--- src/hw/rtl/lgs_row_unit.sv ---
// lgs_row_unit: next generation of one whole grid row under the b3/s23 rule
// shared by every row of a tick; columns at or beyond the mask count as dead
`default_nettype none

module lgs_row_unit #(
  parameter int unsigned MAX_COLS = 64
) (
  input  wire logic [MAX_COLS-1:0] above_i,
  input  wire logic [MAX_COLS-1:0] cur_i,
  input  wire logic [MAX_COLS-1:0] below_i,
  input  wire logic [MAX_COLS-1:0] mask_i,
  output logic      [MAX_COLS-1:0] next_o
);

  logic [MAX_COLS+1:0] ap, cp, bp;

  // one dead column padded on each side so the edges need no special case
  assign ap = {1'b0, above_i & mask_i, 1'b0};
  assign cp = {1'b0, cur_i & mask_i, 1'b0};
  assign bp = {1'b0, below_i & mask_i, 1'b0};

  always_comb begin
    logic [3:0] n;
    next_o = '0;
    for (int c = 0; c < MAX_COLS; c++) begin
      n = 4'(ap[c]) + 4'(ap[c+1]) + 4'(ap[c+2])
        + 4'(cp[c]) + 4'(cp[c+2])
        + 4'(bp[c]) + 4'(bp[c+1]) + 4'(bp[c+2]);
      next_o[c] = mask_i[c] & ((n == 4'd3) | (cp[c+1] & (n == 4'd2)));
    end
  end

endmodule

`default_nettype wire

--- config.mk ---
export PLATFORM = sky130hd
export DESIGN_NAME = lgs_row_unit
export DESIGN_NICKNAME = d
export VERILOG_FILES = /design/src/hw/rtl/lgs_row_unit.sv
export SDC_FILE = /design/constraint.sdc
export NUM_CORES = 1
export LEC_CHECK = 0
export ABC_AREA = 1
export BUFFER_PORTS_ARGS = -buffer_cell sky130_fd_sc_hd__buf_2
export CORE_ASPECT_RATIO = 1.2
export CORE_MARGIN = 1
export CORE_UTILIZATION = 58
export DETAILED_ROUTE_END_ITERATION = 10
export GPL_TIMING_DRIVEN = 0
export MAX_ROUTING_LAYER = met4
export PLACE_DENSITY_LB_ADDON = 0.3
export SLEW_MARGIN = 40
export SYNTH_ARGS = -nofsm -noshare
export SYNTH_HDL_FRONTEND = slang
export SYNTH_SLANG_ARGS = --single-unit
--- constraint.sdc ---
create_clock -name vclk -period 5.8
set_input_delay 1.16 -clock vclk [all_inputs]
set_output_delay 1.16 -clock vclk [all_outputs]
set_load 0.01 [all_outputs]
==> flow_summary.html <==
<table>
<tr><th>Metric</th><th>Value</th></tr>
<tr><th colspan="2">Clocking</th></tr>
<tr><td>Buffers inserted by post-CTS timing repair</td><td>0</td></tr>
<tr><td>Cells resized by post-CTS repair</td><td>0</td></tr>
<tr><td>Quantity of hold-fixing buffers added after cts</td><td>0</td></tr>
<tr><th colspan="2">STA</th></tr>
<tr><td>Hold WS</td><td>2.662 ns</td></tr>
<tr><td>Max transition margin</td><td>0.8461</td></tr>
<tr><td>Final-report max-slew violation count</td><td>0</td></tr>
<tr><td>Setup violation total in the final timing report</td><td>0</td></tr>
<tr><td>Unrepaired setup endpoints after global routing</td><td>no</td></tr>
<tr><td>Final-layout setup total negative slack</td><td>0 ns</td></tr>
<tr><td>Final cycle utilization of the critical path</td><td>0.9373</td></tr>
<tr><td>Clock period minus final worst setup slack</td><td>~5.4 ns</td></tr>
<tr><td>Count of endpoints failing hold in the final timing report</td><td>0</td></tr>
<tr><td>Minimum setup slack in the final design</td><td>between 0.3 and 0.4 ns</td></tr>
<tr><td>Transition at the pin with the smallest max-transition slack</td><td>~0.23 ns</td></tr>
<tr><td>Fmax achieved</td><td>approximately 0.18 GHz</td></tr>
<tr><th colspan="2">Global routing</th></tr>
<tr><td>Residual overflow from global routing</td><td>0</td></tr>
<tr><td>Vias in the first global route</td><td>12320</td></tr>
<tr><td>First-pass GRT wire length</td><td>~50 mm</td></tr>
<tr><td>Aggregate global-route resource usage</td><td>0.2530</td></tr>
<tr><td>Number of antenna violations at the first check in global routing</td><td>10</td></tr>
<tr><td>Largest net degree at the start of global routing</td><td>7</td></tr>
<tr><th colspan="2">Floorplanning</th></tr>
<tr><td>Effective utilization at floorplan</td><td>0.5966</td></tr>
<tr><td>Placement row count</td><td>60</td></tr>
<tr><td>Overall die height</td><td>around 170 µm</td></tr>
<tr><td>Full die area</td><td>23860 µm²</td></tr>
<tr><td>I/O Pins</td><td>320</td></tr>
<tr><td>Floorplan die width</td><td>approximately 140 µm</td></tr>
<tr><td>Standard cell core area</td><td>between 20000 and 25000 µm²</td></tr>
<tr><th colspan="2">Place</th></tr>
<tr><td>Placement Cell Area</td><td>about 15000 µm²</td></tr>
<tr><td>Final HPWL from detailed placement</td><td>roughly 27 mm</td></tr>
<tr><td>Number of I/O port buffers</td><td>320</td></tr>
<tr><td>RePlAce Congestion</td><td>0.8782</td></tr>
<tr><td>DP Worst Slack</td><td>roughly 0.35 ns</td></tr>
<tr><th colspan="2">Synthesis</th></tr>
<tr><td>Cell area after synthesis</td><td>around 13000 µm²</td></tr>
<tr><td>Portion of synthesized cell area occupied by the leading cell type</td><td>0.2851</td></tr>
<tr><td>Top area cells in the synthesized netlist</td><td>fa_1 (29%), ha_1 (18%), inv_1 (15%), nand2_1 (10%), nor2_4 (4.7%)</td></tr>
<tr><td>Cells after Synth</td><td>between 1500 and 2000</td></tr>
<tr><td>Mapped Avg Cell Area</td><td>slightly above 7 µm²</td></tr>
<tr><td>Top cell type by total area after synthesis</td><td>fa_1</td></tr>
<tr><td>Synthesized net count</td><td>2550</td></tr>
<tr><td>Fraction of the yosys area taken by sequential cells</td><td>0</td></tr>
<tr><td>Synthesis warning total</td><td>0</td></tr>
<tr><td>Top post-synthesis cells by count</td><td>inv_1 (556), nand2_1 (373), fa_1 (192), ha_1 (192), a21oi_1 (119)</td></tr>
<tr><td>Number of different library cells in the post-synthesis netlist</td><td>17</td></tr>
<tr><td>Library cell with the highest instance count after synthesis</td><td>inv_1</td></tr>
<tr><th colspan="2">Critical path</th></tr>
<tr><td>Total stage count of the critical path</td><td>16</td></tr>
<tr><td>Critical Path Sink Type</td><td>primary output</td></tr>
<tr><td>Sum of buffers and inverters on the critical path</td><td>5</td></tr>
<tr><td>Required time reported for the critical path endpoint</td><td>4.64 ns</td></tr>
<tr><td>Endpoint of the worst setup timing path</td><td>next_o[4]</td></tr>
<tr><td>Cell family with most CP delay</td><td>adder cells</td></tr>
<tr><td>Startpoint of the worst setup timing path</td><td>mask_i[4]</td></tr>
<tr><td>Type of element launching the critical path</td><td>input port</td></tr>
<tr><td>Worst path slowest cell</td><td>fa_1</td></tr>
<tr><td>Largest driver fanout on the critical path</td><td>6</td></tr>
<tr><td>Cells traversed along the worst timing path</td><td>buf_2 -&gt; nand2_2 -&gt; xor2_1 -&gt; ha_1 -&gt; inv_1 -&gt; fa_1 -&gt; inv_1 -&gt; fa_1 -&gt; inv_1 -&gt; nor2_4 -&gt; fa_1 -&gt; nand2_1 -&gt; a21oi_1 -&gt; nand3_1 -&gt; nor2_1 -&gt; buf_2</td></tr>
<tr><td>Critical path data arrival time</td><td>approximately 4.3 ns</td></tr>
<tr><td>Delay of the slowest cell on the worst path</td><td>~0.51 ns</td></tr>
<tr><td>Type of the worst setup path</td><td>input port to primary output</td></tr>
<tr><th colspan="2">Cells and area</th></tr>
<tr><td>Area growth from synthesis to final layout</td><td>14.94%</td></tr>
<tr><td>Final Core Density</td><td>0.6857</td></tr>
<tr><td>Total Nets Final</td><td>2872</td></tr>
<tr><td>Clkbuf count</td><td>0</td></tr>
<tr><td>Seq cells</td><td>0</td></tr>
<tr><td>Filler Cells Inserted</td><td>1953</td></tr>
<tr><td>Share of cells above drive strength 1</td><td>0.1964</td></tr>
<tr><td>Summed area of non-filler cells in the final layout</td><td>around 15000 µm²</td></tr>
<tr><td>Area taken by flip-flops and latches</td><td>0 µm²</td></tr>
<tr><th colspan="2">Pwr</th></tr>
<tr><td>Worst voltage drop across the vdd grid</td><td>around 0.000080 V</td></tr>
<tr><td>Standby leakage power</td><td>about 9.7 nW</td></tr>
<tr><td>Power density normalized to cell area</td><td>approximately 130 nW/µm²</td></tr>
<tr><th colspan="2">Routing</th></tr>
<tr><td>Drt total wl</td><td>about 29 mm</td></tr>
<tr><td>Vias per cell</td><td>4.875</td></tr>
<tr><td>Detailed-router iteration count before antenna repair</td><td>4</td></tr>
<tr><td>Antenna Violating Nets Remaining</td><td>0</td></tr>
<tr><td>Detailed-route via count</td><td>between 10000 and 15000</td></tr>
<tr><td>Per-cell routed wire length</td><td>between 10 and 15 µm</td></tr>
<tr><td>Iteration-0 DRC Markers</td><td>about 280</td></tr>
<tr><td>Remaining design rule violation count</td><td>0</td></tr>
<tr><th colspan="2">Outcome</th></tr>
<tr><td>Status</td><td>finished clean</td></tr>
<tr><th colspan="2">Worst hold path</th></tr>
<tr><td>Worst Hold Class</td><td>input port to primary output</td></tr>
<tr><th colspan="2">Job</th></tr>
<tr><td>Maximum capacitance violations</td><td>0</td></tr>
</table>
==> where the power goes <==
group | leakage, nW | total [mW] | internal, mW | switching (mW)
sequential | 0 | 0 | 0 | 0
clock | 0.0000634 | 0.000000231 | 0.000000231 | 0
combinational | 9.68 | 2.06 | 0.849 | 1.21
==> cell type report <==
cell class	count	area, µm²	area share
antenna	10	25.02	0.001615
inverter	556	2087	0.1347
multi-input combinational	1354	11390	0.7353
timing repair buffer	320	1602	0.1034
tap	310	387.9	0.02503
==> cells in the final DEF (no fill, tap or decap) <==
master | synthesis | final
a21oi_1 | 119 | 119
diode_2 | 0 | 10
buf_2 | 0 | 320
or2_2 | 5 | 5
inv_1 | 556 | 556
o21ai_0 | 56 | 56
nand2_4 | 1 | 1
nand3_1 | 112 | 112
ha_1 | 192 | 192
nand2_2 | 56 | 56
xor2_1 | 60 | 60
nand2_1 | 373 | 373
o21bai_1 | 65 | 65
nor2_1 | 59 | 59
fa_1 | 192 | 192
a211oi_1 | 1 | 1
nor2_4 | 56 | 56
nand3b_1 | 1 | 1
nand4_1 | 6 | 6
==> tightest hold or removal path: cells and delay by family <==
kind,cells,cell delay [ns]
simple gates,1,0.06
compound gates,1,0.03
buf+inv,2,0.25
==> worst min path at each step <==
stage / start / end / slack [ns] / cells after the start
global route: mask_i[63] / next_o[63] / 2.67 / 4
detailed placement: cur_i[0] / next_o[0] / 2.66 / 4
CTS: mask_i[63] / next_o[63] / 2.66 / 4
global placement: cur_i[0] / next_o[0] / 2.65 / 4
floorplan: mask_i[63] / next_o[63] / 2.42 / 2
finish: mask_i[63] / next_o[63] / 2.66 / 4
==> layer usage <==
metal  vias up  routed length [µm]  global-route usage
met5         -                   0                   -
met4         0                 613             0.05482
met3        40                1490             0.03027
met2       252               15160              0.4836
met1      5722               11540              0.2773
li1       6417                   -                   -
==> stage by stage <==
step / power (mW) / std cells
after detailed placement: 2.067 / 2540
after global placement: 1.967 / 2540
after global routing: 2.414 / 2550
final: 2.062 / 2550
after floorplan: 1.543 / 1910
after CTS: 2.086 / 2540
==> kinds of logic (layout without fill, tap and decap cells) <==
kind of cell / count (synthesis) / after routing / synth area share
fa+ha+maj: 384 / 384 / 0.4633
other cells: 0 / 10 / 0
buf+inv: 556 / 876 / 0.1548
xor+xnor: 60 / 60 / 0.03898
simple gates: 669 / 669 / 0.2411
compound gates: 241 / 241 / 0.1017
Note: power is estimated with default switching activity, not from simulation.
